`src/rtl/ptr_pkg.sv`:
```
// shared types, constants and control program for the temperature regulator
`default_nettype none

package ptr_pkg;

   // field widths
   localparam int SAMPLE_W  = 16;
   localparam int GAIN_W    = 16;
   localparam int ERR_W     = SAMPLE_W + 1;
   localparam int ESUM_W    = SAMPLE_W + 2;
   localparam int INTEG_W   = 32;
   localparam int DERIV_W   = 27;
   localparam int MUL_A_W   = 32;
   localparam int MUL_B_W   = GAIN_W + 1;
   localparam int PROD_W    = MUL_A_W + MUL_B_W;
   localparam int ACC_W     = PROD_W + 2;
   localparam int CMD_W     = 15;
   localparam int CSR_IDX_W = 3;
   localparam int CSR_DATA_W = 16;
   localparam int PC_W      = 4;

   // command constants
   localparam logic [CMD_W-1:0] CMD_ONOFF = 15'd12800;
   localparam logic [CMD_W-1:0] CMD_MAX   = 15'd25600;

   // register indexes
   localparam logic [CSR_IDX_W-1:0] CSR_MODE      = 3'd0;
   localparam logic [CSR_IDX_W-1:0] CSR_SETPOINT  = 3'd1;
   localparam logic [CSR_IDX_W-1:0] CSR_GAIN_P    = 3'd2;
   localparam logic [CSR_IDX_W-1:0] CSR_GAIN_I    = 3'd3;
   localparam logic [CSR_IDX_W-1:0] CSR_GAIN_D    = 3'd4;
   localparam logic [CSR_IDX_W-1:0] CSR_STEP_TIME = 3'd5;
   localparam logic [CSR_IDX_W-1:0] CSR_STEP_RATE = 3'd6;

   // mode codes
   localparam logic [1:0] MODE_ONOFF = 2'd1;
   localparam logic [1:0] MODE_PID   = 2'd2;

   // program addresses
   localparam logic [PC_W-1:0] PC_START  = 4'd0;
   localparam logic [PC_W-1:0] PC_PID    = 4'd1;
   localparam logic [PC_W-1:0] PC_FIN    = 4'd7;
   localparam logic [PC_W-1:0] PC_ONOFF  = 4'd8;
   localparam logic [PC_W-1:0] PC_BAD    = 4'd9;

   typedef struct packed {
      logic signed [SAMPLE_W-1:0] temperature;
      logic                       restart;
   } req_type;

   typedef struct packed {
      logic [CMD_W-1:0] command;
      logic             mode_error;
   } rsp_type;

   typedef struct packed {
      logic [1:0]                 mode;
      logic signed [SAMPLE_W-1:0] setpoint;
      logic [GAIN_W-1:0]          gain_p;
      logic [GAIN_W-1:0]          gain_i;
      logic [GAIN_W-1:0]          gain_d;
      logic [GAIN_W-1:0]          step_time;
      logic [GAIN_W-1:0]          step_rate;
   } cfg_type;

   typedef enum logic [2:0] {
      A_E, A_ESUM, A_EDIFF, A_INTEG, A_DERIV
   } a_sel_type;

   typedef enum logic [2:0] {
      B_GP, B_GI, B_GD, B_DT, B_RATE
   } b_sel_type;

   typedef enum logic [1:0] {
      ACC_HOLD, ACC_LOAD, ACC_ADD
   } acc_op_type;

   typedef enum logic [1:0] {
      JMP_NEXT, JMP_FIRST, JMP_MODE
   } jmp_type;

   typedef enum logic [1:0] {
      FIN_NONE, FIN_PID, FIN_ONOFF, FIN_BAD
   } fin_type;

   // one control word per program step
   typedef struct packed {
      logic            err_ld;
      logic            mul_en;
      a_sel_type       a_sel;
      b_sel_type       b_sel;
      acc_op_type      acc_op;
      logic            integ_ld;
      logic            deriv_ld;
      jmp_type         jmp;
      logic [PC_W-1:0] target;
      fin_type         fin;
   } ucode_type;

   // control program
   function automatic ucode_type ucode_rom(input logic [PC_W-1:0] addr);
      ucode_type w;
      w = '{err_ld: 1'b0, mul_en: 1'b0, a_sel: A_E, b_sel: B_GP, acc_op: ACC_HOLD,
            integ_ld: 1'b0, deriv_ld: 1'b0, jmp: JMP_NEXT, target: PC_START,
            fin: FIN_NONE};
      unique case (addr)
         4'd0: begin
            // error from setpoint, branch on mode
            w.err_ld = 1'b1;
            w.jmp    = JMP_MODE;
         end
         4'd1: begin
            w.mul_en = 1'b1;
            w.a_sel  = A_E;
            w.b_sel  = B_GP;
         end
         4'd2: begin
            // proportional term, trapezoid product, skip history on first sample
            w.acc_op = ACC_LOAD;
            w.mul_en = 1'b1;
            w.a_sel  = A_ESUM;
            w.b_sel  = B_DT;
            w.jmp    = JMP_FIRST;
            w.target = PC_FIN;
         end
         4'd3: begin
            w.integ_ld = 1'b1;
            w.mul_en   = 1'b1;
            w.a_sel    = A_EDIFF;
            w.b_sel    = B_RATE;
         end
         4'd4: begin
            w.deriv_ld = 1'b1;
            w.mul_en   = 1'b1;
            w.a_sel    = A_INTEG;
            w.b_sel    = B_GI;
         end
         4'd5: begin
            w.acc_op = ACC_ADD;
            w.mul_en = 1'b1;
            w.a_sel  = A_DERIV;
            w.b_sel  = B_GD;
         end
         4'd6: begin
            w.acc_op = ACC_ADD;
         end
         4'd7: begin
            w.fin = FIN_PID;
         end
         4'd8: begin
            w.fin = FIN_ONOFF;
         end
         4'd9: begin
            w.fin = FIN_BAD;
         end
         default: begin
            w.fin = FIN_BAD;
         end
      endcase
      return w;
   endfunction

endpackage

`default_nettype wire

```
`src/rtl/pid_temperature_regulator.sv`:
```
// top level of the temperature regulator: registers, program sequencer, result register
//
//  channel  ports                          direction  transfer
//  request  req_valid req_ready req_data   in         valid & ready
//  result   rsp_valid rsp_ready rsp_data   out        valid & ready
//  csr      csr_we csr_index csr_wdata     in         csr_we, no wait
//
// one request at a time; the single shared multiplier sets the step count.
// PID runs program steps 0 to 7 (steps 3 to 6 are skipped on the first sample of a run),
// on/off and bad mode go from the start step to their own final step. req_ready is high
// while no program runs. the last step waits while the result register is still full.
// synchronous active-high reset loads the register defaults and clears history.
`default_nettype none

module pid_temperature_regulator (
   input  wire logic                               clock,
   input  wire logic                               reset,
   input  wire logic                               req_valid,
   output logic                                    req_ready,
   input  wire ptr_pkg::req_type                   req_data,
   output logic                                    rsp_valid,
   input  wire logic                               rsp_ready,
   output ptr_pkg::rsp_type                        rsp_data,
   input  wire logic                               csr_we,
   input  wire logic [ptr_pkg::CSR_IDX_W-1:0]      csr_index,
   input  wire logic [ptr_pkg::CSR_DATA_W-1:0]     csr_wdata
);

   ptr_pkg::cfg_type   cfg_ff;
   logic               busy_ff, busy_in;
   logic [ptr_pkg::PC_W-1:0] pc_ff, pc_in;
   logic               rsp_valid_ff, rsp_valid_in;
   ptr_pkg::rsp_type   rsp_data_ff;
   ptr_pkg::ucode_type ctrl;
   ptr_pkg::rsp_type   result;
   logic               first_pending;
   logic               load;
   logic               stall;
   logic               step_en;
   logic               out_free;

   // configuration registers
   always_ff @(posedge clock) begin
      if (reset) begin
         cfg_ff.mode      <= ptr_pkg::MODE_PID;
         cfg_ff.setpoint  <= 16'sd5120;
         cfg_ff.gain_p    <= 16'd256;
         cfg_ff.gain_i    <= '0;
         cfg_ff.gain_d    <= '0;
         cfg_ff.step_time <= 16'd256;
         cfg_ff.step_rate <= 16'd256;
      end else if (csr_we) begin
         unique case (csr_index)
            ptr_pkg::CSR_MODE:      cfg_ff.mode      <= csr_wdata[1:0];
            ptr_pkg::CSR_SETPOINT:  cfg_ff.setpoint  <= csr_wdata;
            ptr_pkg::CSR_GAIN_P:    cfg_ff.gain_p    <= csr_wdata;
            ptr_pkg::CSR_GAIN_I:    cfg_ff.gain_i    <= csr_wdata;
            ptr_pkg::CSR_GAIN_D:    cfg_ff.gain_d    <= csr_wdata;
            ptr_pkg::CSR_STEP_TIME: cfg_ff.step_time <= csr_wdata;
            ptr_pkg::CSR_STEP_RATE: cfg_ff.step_rate <= csr_wdata;
            default: ;
         endcase
      end
   end

   // program fetch and handshake control
   assign ctrl      = ptr_pkg::ucode_rom(pc_ff);
   assign req_ready = !busy_ff;
   assign load      = req_valid && !busy_ff;
   assign out_free  = !rsp_valid_ff || rsp_ready;
   assign stall     = (ctrl.fin != ptr_pkg::FIN_NONE) && !out_free;
   assign step_en   = busy_ff && !stall;

   // next step
   always_comb begin
      busy_in = busy_ff;
      pc_in   = pc_ff;
      if (!busy_ff) begin
         if (load) begin
            busy_in = 1'b1;
            pc_in   = ptr_pkg::PC_START;
         end
      end else if (step_en) begin
         priority if (ctrl.fin != ptr_pkg::FIN_NONE) begin
            busy_in = 1'b0;
         end else if (ctrl.jmp == ptr_pkg::JMP_MODE) begin
            if (cfg_ff.mode == ptr_pkg::MODE_PID) begin
               pc_in = ptr_pkg::PC_PID;
            end else if (cfg_ff.mode == ptr_pkg::MODE_ONOFF) begin
               pc_in = ptr_pkg::PC_ONOFF;
            end else begin
               pc_in = ptr_pkg::PC_BAD;
            end
         end else if (ctrl.jmp == ptr_pkg::JMP_FIRST && first_pending) begin
            pc_in = ctrl.target;
         end else begin
            pc_in = pc_ff + 1'b1;
         end
      end
   end

   always_ff @(posedge clock) begin
      if (reset) begin
         busy_ff <= 1'b0;
         pc_ff   <= ptr_pkg::PC_START;
      end else begin
         busy_ff <= busy_in;
         pc_ff   <= pc_in;
      end
   end

   // result register
   always_comb begin
      rsp_valid_in = rsp_valid_ff && !rsp_ready;
      if (step_en && ctrl.fin != ptr_pkg::FIN_NONE) begin
         rsp_valid_in = 1'b1;
      end
   end

   always_ff @(posedge clock) begin
      if (reset) begin
         rsp_valid_ff <= 1'b0;
      end else begin
         rsp_valid_ff <= rsp_valid_in;
      end
   end

   always_ff @(posedge clock) begin
      if (step_en && ctrl.fin != ptr_pkg::FIN_NONE) begin
         rsp_data_ff <= result;
      end
   end

   assign rsp_valid = rsp_valid_ff;
   assign rsp_data  = rsp_data_ff;

   // datapath
   ptr_datapath u_datapath (
      .clock         (clock),
      .reset         (reset),
      .load          (load),
      .req_data      (req_data),
      .cfg           (cfg_ff),
      .step_en       (step_en),
      .ctrl          (ctrl),
      .first_pending (first_pending),
      .result        (result)
   );

endmodule

`default_nettype wire

```
`src/rtl/ptr_datapath.sv`:
```
// regulator datapath: shared multiplier, accumulator and controller history
`default_nettype none

module ptr_datapath (
   input  wire logic              clock,
   input  wire logic              reset,
   input  wire logic              load,
   input  wire ptr_pkg::req_type  req_data,
   input  wire ptr_pkg::cfg_type  cfg,
   input  wire logic              step_en,
   input  wire ptr_pkg::ucode_type ctrl,
   output logic                   first_pending,
   output ptr_pkg::rsp_type       result
);

   logic signed [ptr_pkg::SAMPLE_W-1:0] temp_ff;
   logic signed [ptr_pkg::ERR_W-1:0]    e_ff, e_in;
   logic signed [ptr_pkg::ERR_W-1:0]    prev_ff;
   logic signed [ptr_pkg::INTEG_W-1:0]  integral_ff;
   logic signed [ptr_pkg::INTEG_W-1:0]  integ_ff, integ_in;
   logic signed [ptr_pkg::DERIV_W-1:0]  deriv_ff;
   logic signed [ptr_pkg::PROD_W-1:0]   prod_ff, prod_in;
   logic signed [ptr_pkg::ACC_W-1:0]    acc_ff, acc_in;
   logic                                first_ff;

   logic signed [ptr_pkg::ESUM_W-1:0]   esum, ediff;
   logic signed [ptr_pkg::MUL_A_W-1:0]  mul_a;
   logic signed [ptr_pkg::MUL_B_W-1:0]  mul_b;
   logic signed [ptr_pkg::ACC_W-1:0]    prod_ext;
   logic signed [ptr_pkg::INTEG_W+8:0]  int_sum;
   logic [ptr_pkg::ACC_W-9:0]           cmd_full;

   // error and its history terms
   assign e_in  = {cfg.setpoint[ptr_pkg::SAMPLE_W-1], cfg.setpoint}
                - {temp_ff[ptr_pkg::SAMPLE_W-1], temp_ff};
   assign esum  = {e_ff[ptr_pkg::ERR_W-1], e_ff} + {prev_ff[ptr_pkg::ERR_W-1], prev_ff};
   assign ediff = {e_ff[ptr_pkg::ERR_W-1], e_ff} - {prev_ff[ptr_pkg::ERR_W-1], prev_ff};

   // multiplier operand select
   always_comb begin
      unique case (ctrl.a_sel)
         ptr_pkg::A_E:     mul_a = {{(ptr_pkg::MUL_A_W-ptr_pkg::ERR_W){e_ff[ptr_pkg::ERR_W-1]}},
                                    e_ff};
         ptr_pkg::A_ESUM:  mul_a = {{(ptr_pkg::MUL_A_W-ptr_pkg::ESUM_W){esum[ptr_pkg::ESUM_W-1]}},
                                    esum};
         ptr_pkg::A_EDIFF: mul_a = {{(ptr_pkg::MUL_A_W-ptr_pkg::ESUM_W){ediff[ptr_pkg::ESUM_W-1]}},
                                    ediff};
         ptr_pkg::A_INTEG: mul_a = integ_ff;
         ptr_pkg::A_DERIV: mul_a = {{(ptr_pkg::MUL_A_W-ptr_pkg::DERIV_W){deriv_ff[ptr_pkg::DERIV_W-1]}},
                                    deriv_ff};
         default:          mul_a = '0;
      endcase
   end

   always_comb begin
      unique case (ctrl.b_sel)
         ptr_pkg::B_GP:   mul_b = {1'b0, cfg.gain_p};
         ptr_pkg::B_GI:   mul_b = {1'b0, cfg.gain_i};
         ptr_pkg::B_GD:   mul_b = {1'b0, cfg.gain_d};
         ptr_pkg::B_DT:   mul_b = {1'b0, cfg.step_time};
         ptr_pkg::B_RATE: mul_b = {1'b0, cfg.step_rate};
         default:         mul_b = '0;
      endcase
   end

   assign prod_in  = mul_a * mul_b;
   assign prod_ext = {{(ptr_pkg::ACC_W-ptr_pkg::PROD_W){prod_ff[ptr_pkg::PROD_W-1]}}, prod_ff};

   // accumulator
   always_comb begin
      unique case (ctrl.acc_op)
         ptr_pkg::ACC_LOAD: acc_in = prod_ext;
         ptr_pkg::ACC_ADD:  acc_in = acc_ff + prod_ext;
         default:           acc_in = acc_ff;
      endcase
   end

   // trapezoid step added to the integral, saturated to 32 bits
   always_comb begin
      int_sum = {{9{integral_ff[ptr_pkg::INTEG_W-1]}}, integral_ff}
              + {prod_ff[ptr_pkg::PROD_W-1], prod_ff[ptr_pkg::PROD_W-1:9]};
      if (int_sum[ptr_pkg::INTEG_W+8:ptr_pkg::INTEG_W-1] == '0 ||
          int_sum[ptr_pkg::INTEG_W+8:ptr_pkg::INTEG_W-1] == '1) begin
         integ_in = int_sum[ptr_pkg::INTEG_W-1:0];
      end else if (int_sum[ptr_pkg::INTEG_W+8]) begin
         integ_in = {1'b1, {(ptr_pkg::INTEG_W-1){1'b0}}};
      end else begin
         integ_in = {1'b0, {(ptr_pkg::INTEG_W-1){1'b1}}};
      end
   end

   // working registers
   always_ff @(posedge clock) begin
      if (load) begin
         temp_ff <= req_data.temperature;
      end
      if (step_en) begin
         if (ctrl.err_ld) begin
            e_ff <= e_in;
         end
         if (ctrl.mul_en) begin
            prod_ff <= prod_in;
         end
         if (ctrl.integ_ld) begin
            integ_ff <= integ_in;
         end
         if (ctrl.deriv_ld) begin
            deriv_ff <= prod_ff[ptr_pkg::DERIV_W+7:8];
         end
         acc_ff <= acc_in;
      end
   end

   // controller history
   always_ff @(posedge clock) begin
      if (reset) begin
         prev_ff     <= '0;
         integral_ff <= '0;
         first_ff    <= 1'b1;
      end else if (load && req_data.restart) begin
         first_ff <= 1'b1;
      end else if (step_en && ctrl.fin == ptr_pkg::FIN_PID) begin
         prev_ff     <= e_ff;
         integral_ff <= first_ff ? '0 : integ_ff;
         first_ff    <= 1'b0;
      end
   end

   assign first_pending = first_ff;

   // result formatting
   assign cmd_full = acc_ff[ptr_pkg::ACC_W-1:8];

   always_comb begin
      result = '0;
      unique case (ctrl.fin)
         ptr_pkg::FIN_PID: begin
            if (acc_ff[ptr_pkg::ACC_W-1] || acc_ff == '0) begin
               result.command = '0;
            end else if (cmd_full > (ptr_pkg::ACC_W-8)'(ptr_pkg::CMD_MAX)) begin
               result.command = ptr_pkg::CMD_MAX;
            end else begin
               result.command = cmd_full[ptr_pkg::CMD_W-1:0];
            end
         end
         ptr_pkg::FIN_ONOFF: begin
            result.command = (temp_ff < cfg.setpoint) ? ptr_pkg::CMD_ONOFF : '0;
         end
         ptr_pkg::FIN_BAD: begin
            result.mode_error = 1'b1;
         end
         default: begin
            result = '0;
         end
      endcase
   end

endmodule

`default_nettype wire

```
`config.mk`:
```
export PLATFORM = sky130hd
export DESIGN_NAME = pid_temperature_regulator
export DESIGN_NICKNAME = d
export VERILOG_FILES = /design/src/rtl/ptr_pkg.sv /design/src/rtl/pid_temperature_regulator.sv /design/src/rtl/ptr_datapath.sv
export SDC_FILE = /design/constraint.sdc
export NUM_CORES = 2
export LEC_CHECK = 0
export BUFFER_PORTS_ARGS = -buffer_cell sky130_fd_sc_hd__buf_2
export CAP_MARGIN = 5
export CORE_MARGIN = 5
export CORE_UTILIZATION = 54
export CTS_CLUSTER_DIAMETER = 40
export DETAILED_ROUTE_END_ITERATION = 6
export GPL_TIMING_DRIVEN = 0
export PLACE_DENSITY_LB_ADDON = 0.25
export SYNTH_ARGS = -nofsm -noshare
export SYNTH_HDL_FRONTEND = slang
export SYNTH_SLANG_ARGS = --single-unit
```
`constraint.sdc`:
```
create_clock -name clock -period 15.91 [get_ports clock]
set_input_delay 1.591 -clock clock [delete_from_list [all_inputs] [get_ports clock]]
set_output_delay 1.591 -clock clock [all_outputs]
set_load 0.005 [all_outputs]
```
Word-level counts from Yosys, hierarchy flattened

Index checks and enable logic that the tools add are counted.

Output and inout port bits: 18
Word-level logic and storage cells: 139
Register bits: 362

Bitwise gates (word level): 1
Multipliers: 1
Add/subtract/negate cells: 6
Magnitude comparators: 2
Reduce and logical (&&, ||, !) cells: 42
Mux-type cells: 32
Eq/ne operators: 34

Operators with widths:

| kind                                                             | count |
|---|---|
| one-hot mux 32 bit (5 select lines)                              | 1 |
| one-hot mux 51 bit (2 select lines)                              | 1 |
| two-way mux 32 bit                                               | 3 |
| one-hot mux 16 bit (5 select lines)                              | 1 |
| adder 51 x 49 -> 51 bit                                          | 1 |
| zero test 51 bit                                                 | 1 |
| multiplier 32 x 17 -> 49 bit                                     | 1 |
| greater-than comparator 43 x 15 -> 1 bit (second input constant) | 1 |
| adder 32 x 40 -> 41 bit                                          | 1 |
| one-hot mux 7 bit (5 select lines)                               | 1 |
| two-way mux 15 bit                                               | 2 |
| one-hot mux 15 bit (2 select lines)                              | 1 |
| two-way mux 4 bit                                                | 7 |
| AND reduction 2 bit                                              | 13 |
| adder 17 x 17 -> 18 bit                                          | 1 |
| equality test 3 x 2 -> 1 bit (second input constant)             | 6 |
| subtractor 17 x 17 -> 18 bit                                     | 1 |
| subtractor 16 x 16 -> 17 bit                                     | 1 |
| equality test 4 x 3 -> 1 bit (second input constant)             | 4 |
| less-than comparator 16 bit                                      | 1 |
| equality test 3 bit (second input constant)                      | 5 |
| two-way mux 14 bit                                               | 1 |
| equality test 10 bit (second input constant)                     | 1 |
| equality test 2 bit (second input constant)                      | 5 |
| 23 further kinds                                                 | 57 |

Logic depth before layout (Yosys ltp)

Word-level depth: 9
Gate-level depth with buffers: 38
Depth with buffers taken out: 36

By module

From an unflattened synthesis, not the netlist that was laid out.

Cells, all modules: 4425
Area, all modules: 39527.9 µm²

Modules (own cells, without submodules):

| module                    | cells each | area an instance (µm²) | seq. area each (µm²) | times used |
|---|---|---|---|---|
| ptr_datapath              | 3901       | 35056.1                | 6766.5               | 1 |
| pid_temperature_regulator | 524        | 4471.8                 | 2562.5               | 1 |

Least setup slack after synthesis

No wires, ideal clock.

Path kind: register to register
Start point: register u_datapath.e_ff[0] in the netlist's numbering
End point: register u_datapath.prod_ff[45] in the netlist's numbering (data pin)
Library setup time: 263 ps
Cell stages (with the launch flop): 36
Clock period less this slack: 8694 ps
Arrival time: 8430 ps
Slack: 7216 ps
Path through: edfxtp_1 > ha_1 > inv_1 > fa_1 > o21bai_1 > a21oi_1 > o21ai_0 > a21oi_1 > o21ai_0 > a21oi_1 > o31a_1 > o2111ai_1 > a2bb2oi_1 > clkbuf_1 > nand2_1 > fa_1 > fa_1 > inv_1 > fa_1 > fa_1 > fa_1 > inv_1 > fa_1 > inv_1 > ha_1 > clkbuf_1 > a21o_1 > a21oi_1 > nor2b_1 > a2111oi_0 > a21oi_1 > a31oi_1 > o41a_1 > o41ai_1 > a21oi_1 > xnor2_1

Cells in the longest elaborated chain, start to end: 3
Elaborated cells on any way between the ends: 4
Those cells by class: 2 x add/sub; 1 x mul; 1 x mux

Ends and longest elaborated chain:

| element                                                                 | line                                   | text |
|---|---|---|
| start, declared                                                         | ptr_datapath.sv:17                     | `logic signed [ptr_pkg::ERR_W-1:0] e_ff, e_in;` |
| start signal, assigned                                                  | ptr_datapath.sv:99                     | `e_ff <= e_in;` |
| subtractor 17 x 17 -> 18 bit or adder 17 x 17 -> 18 bit (tied branches) | ptr_datapath.sv:37, ptr_datapath.sv:36 |  |
| one-hot mux 32 bit (5 select lines) *                                   | ptr_datapath.sv:41                     | `unique case (ctrl.a_sel)` |
| multiplier 32 x 17 -> 49 bit *                                          | ptr_datapath.sv:66                     | `assign prod_in = mul_a * mul_b;` |
| via u_datapath.prod_in (one bit)                                        | ptr_datapath.sv:22                     | `logic signed [ptr_pkg::PROD_W-1:0] prod_ff, prod_in;` |
| end signal, assigned                                                    | ptr_datapath.sv:102                    | `prod_ff <= prod_in;` |
| end, declared                                                           | ptr_datapath.sv:22                     |  |

Mark *: on every way through the listed nets, which the timed path passes. The rest lies on a longest branch.
A chain may end at the register's enable or synchronous reset.

Worst setup path in the final report

Start point: register pc_ff[0] in the netlist's numbering
End point: register u_datapath.prod_ff[47] in the netlist's numbering (data pin)

Cells in the longest elaborated chain, start to end: 5
Elaborated cells on any way between the ends: 19
Those cells by class: 1 x mul; 13 x eq/ne; 3 x mux; 2 x reduce/logical

Ends and longest elaborated chain:

| element                                                                                    | line                                   | text |
|---|---|---|
| start, declared                                                                            | pid_temperature_regulator.sv:31        | `logic [ptr_pkg::PC_W-1:0] pc_ff, pc_in;` |
| start signal, assigned                                                                     | pid_temperature_regulator.sv:105       | `pc_ff <= ptr_pkg::PC_START;` |
| start signal, assigned                                                                     | pid_temperature_regulator.sv:108       | `pc_ff <= pc_in;` |
| equality test 4 x 3 -> 1 bit, or another cell as far along                                 | ptr_pkg.sv:106                         | `unique case (addr)` |
| one-hot mux 7 bit (5 select lines) *                                                       | ptr_pkg.sv:106                         |  |
| equality test 3 bit, or another cell as far along                                          | ptr_datapath.sv:41                     |  |
| one-hot mux 32 bit (5 select lines) or one-hot mux 16 bit (5 select lines) (tied branches) | ptr_datapath.sv:41, ptr_datapath.sv:56 |  |
| multiplier 32 x 17 -> 49 bit *                                                             | ptr_datapath.sv:66                     |  |
| via u_datapath.prod_in (one bit)                                                           | ptr_datapath.sv:22                     |  |

Marked as above.

==> results summary <==
Counting the fill cells in the layout gives 6457. The first-pass GRT wire length is 193 mm. The number of buffer cells added on primary ports came out at 57.

The tool flagged a number of max-cap violations equal to 1. The count of antenna-violating nets left after detailed routing is 0. The average routed wire per standard cell came out at 22.5 µm. The clock latency of the later-clocked register in the worst-skew pair came out at 620 ps. For this design the ratio of total power to cell area is 88.5 nW/µm².

Entering global routing, the biggest net connects 33 pins. In the synthesized netlist the dominant register cell turns out to be sky130_fd_sc_hd__edfxtp_1. The worst path setup slack after routing came out at 3920 ps. The fmax came out at 0.0834 GHz. In this run, post-CTS repair resized a total of 0 instances.

The largest delay contributor family on the critical path is adder cells. The maximum clock skew at final layout came out at 55.6 ps. Measured along the x axis, the die boundary spans 281 µm.

STA classifies the critical path startpoint as a register. In the final layout, the share of cells above drive strength 1 is 0.0567. Clock-pin slew was measured on the worst setup and hold paths at 60 ps. The final cycle utilization of the critical path is 0.754. Among all stages on the critical path, the largest delay is contributed by sky130_fd_sc_hd__a2bb2oi_1. The actual slew at the worst max-slew pin came out at 1580 ps.

The total via count after detailed routing came out at 33300. The via count of the first global-routing pass is 33100. The final reports fail on DRC, capacitance limit, slew limit. The minimum period implied by the final worst setup slack is 11990 ps. Prior to clock tree synthesis, the placed netlist has a worst setup slack of 4280 ps. The run finished, with violations left.

The worst hold path belongs to the class reg2reg. The startpoint identified for the worst hold timing path is cfg_ff[60]. The mean post-synth cell area came out at 8.83 µm². The number of primary I/O pins came out at 59. The worst path required time came out at 16260 ps.

The total wirelength of the detailed-routed design came out at 126 mm. The total placed instance area is 41300 µm². At the end of the flow the core is filled with cells to 0.593. The worst-case hold slack came out at 455 ps. The post-detailed-route via-to-cell ratio is 5.93. The floorplan step defined a die boundary enclosing 78900 µm². The initialized floorplan defines 99 standard-cell rows. sky130_fd_sc_hd__fa_1 takes more of the synthesized area than any other cell. The number of instances in the synthesized netlist came out at 4488. Counting along the longest clock path gives a buffer depth of 3. The CTS sink count is 362. The layout overhead on the synthesized area came out at 9.07%. The critical path starts at pc_ff[0].

The data arrival time of the worst path came out at 12340 ps. The initial antenna violation count is 8. The global placement routability congestion is 0.973.

The synthesized netlist occupies a cell area of 39600 µm². The largest fanout of any net on the critical path came out at 10. The number of buffer and inverter instances along the worst setup path is 10. After the first detailed-routing iteration, the DRC count stood at 3510. The die height is 281 µm. The worst-case vdd ir drop came out at 0.0934 mV. CTS built an H-tree with a depth of 2. After the last flow step, the layout net total stands at 5413. The hold violation total from the final report came out at 0.

The startpoint of the worst-slack reg-to-reg timing path is pc_ff[0]. The library cell used most frequently in the layout, excluding fill and tap cells, is sky130_fd_sc_hd__nand2_1. The final-report setup violation count is 0. The number of hold buffers added after CTS was 0. The library cells used most frequently in the layout, excluding fill and tap cells, are sky130_fd_sc_hd__nand2_1, sky130_fd_sc_hd__inv_1, sky130_fd_sc_hd__fa_1. The worst pin sits at a relative slew slack of -0.0526. The number of synthesized register bits is 362.

The cell repeated most along the worst path is sky130_fd_sc_hd__fa_1. The fraction of the yosys area taken by sequential cells is 0.236. The count of flip-flops with a built-in enable after synthesis is 208. The clock tree from TritonCTS is done.

For this run, design rule violations remaining after detail routing come to 3. The max-slew violation count was 6. After routing the design area is 43200 µm². STA classifies the critical path endpoint as a register. Once detailed placement completed, the half-perimeter wirelength came to 102 mm. For this design the static power due to leakage is 0.0193 µW. In the global route stage, overall resource usage came out at 0.319. For this configuration, the core starts out at a cell density of 0.544. The area of the core is 72800 µm². The number of nets in the synthesized netlist is 5288. The final global-route overflow total came out at 0. The detailed-routing iteration count for the pre-antenna-repair pass came out at 7. The cell sitting at the root of the clock tree is a sky130_fd_sc_hd__clkbuf_16. The share of flip-flops with an asynchronous set or reset after synthesis came out at 0.

The area share of the largest cell type after synthesis came out at 0.250. The distinct cell type count after synthesis came out at 90. Counting the buffers created by CTS gives 52. Setup repair after global routing left no endpoint under its margin. The total negative slack came out at 0 ps. By area the synthesized netlist is led by sky130_fd_sc_hd__fa_1, sky130_fd_sc_hd__edfxtp_1, sky130_fd_sc_hd__ha_1, sky130_fd_sc_hd__dfxtp_1, sky130_fd_sc_hd__nand2_1. The synthesis warning total came out at 0. The buffers inserted during post-CTS setup optimization is 0. The kind of critical path is reg2reg. The critical path's largest stage delay came out at 910 ps.
final cells by class:
cell class | instances | area [µm²] | area share
plain buffers | 202 | 805 | 0.0186
flip-flops and latches | 362 | 9330 | 0.216
well taps | 959 | 1200 | 0.0278
diodes | 1 | 2.50 | 0.0000579
multi-input cells | 3245 | 27000 | 0.625
clock inverters | 38 | 425 | 0.00985
inverters | 679 | 2550 | 0.0590
repair buffers | 71 | 450 | 0.0104
clock buffers | 60 | 1440 | 0.0332
logic make-up after synthesis:
kind of cell,count (synthesis),share of synthesized area
AO/OA/AOI/OAI,909,0.147
AND/OR/NAND/NOR,1394,0.156
adder cells (fa/ha/maj),759,0.333
flip-flops,362,0.236
buffers and inverters,881,0.0847
XOR/XNOR,140,0.0311
multiplexers,43,0.0121
worst register-to-register path, delay by kind of cell (launching register included):
kind / cells / cell delay, ps
flops: 1 / 440
compound gates: 8 / 2760
xor+xnor: 1 / 450
buf+inv: 10 / 2750
simple gates: 6 / 1810
fa+ha+maj: 8 / 3520
routing by layer:
layer	global-route usage	wire [µm]	vias to the layer above
li1	-	-	15100
met1	0.423	49800	16300
met2	0.512	57300	1562
met3	0.0532	11200	377
met4	0.154	7780	4
met5	0	40	-
registers in the layout, indices dropped and copies added, names as in the netlist, 4 cells and up:
register / flops
u_datapath.prev_ff: 17
u_datapath.prod_ff: 49
u_datapath.acc_ff: 51
u_datapath.e_ff: 17
u_datapath.temp_ff: 16
cfg_ff: 98
pc_ff: 4
rsp_data: 16
u_datapath.integral_ff: 32
u_datapath.deriv_ff: 27
u_datapath.integ_ff: 32
path summary, 6_finish.rpt:
path	endpoint	cells past startpoint	slack, ps
max	u_datapath.prod_ff[47]	33	3920
min	cfg_ff[60]	2	460
min reg2reg	cfg_ff[60]	2	460
max reg2reg	u_datapath.prod_ff[47]	33	3920
where the power goes:
group / total (µW) / internal [µW] / switching [µW] / leakage (µW)
clock: 1210 / 730 / 477 / 0.000898
sequential: 1110 / 1060 / 46.9 / 0.00316
combinational: 1510 / 531 / 979 / 0.0152
per-stage QoR:
step,std cells,power [µW]
2_1_floorplan,4488,2110
3_3_place_gp,5504,2590
3_5_place_dp,5517,2610
4_1_cts,5615,3820
5_1_grt,5616,4030
6_report,5617,3820
cells in the mapped netlist (27+ instances only):
master / count
sky130_fd_sc_hd__a21o_1: 101
sky130_fd_sc_hd__nor2b_1: 33
sky130_fd_sc_hd__a21oi_1: 332
sky130_fd_sc_hd__nand3_1: 64
sky130_fd_sc_hd__nand3b_1: 41
sky130_fd_sc_hd__mux2_2: 40
sky130_fd_sc_hd__edfxtp_1: 208
sky130_fd_sc_hd__dfxtp_1: 154
sky130_fd_sc_hd__xor2_1: 47
sky130_fd_sc_hd__and2_1: 69
sky130_fd_sc_hd__a22oi_1: 31
sky130_fd_sc_hd__xnor2_1: 92
sky130_fd_sc_hd__o21ai_1: 35
sky130_fd_sc_hd__clkbuf_1: 173
sky130_fd_sc_hd__nor2_1: 323
sky130_fd_sc_hd__nand4_1: 28
sky130_fd_sc_hd__nand2_1: 688
sky130_fd_sc_hd__o21ai_0: 123
sky130_fd_sc_hd__o21a_1: 27
sky130_fd_sc_hd__ha_1: 265
sky130_fd_sc_hd__inv_1: 679
sky130_fd_sc_hd__fa_1: 494
sky130_fd_sc_hd__nor3_1: 39
sky130_fd_sc_hd__o21bai_1: 27
No activity file was read; power rests on OpenSTA's default activity.
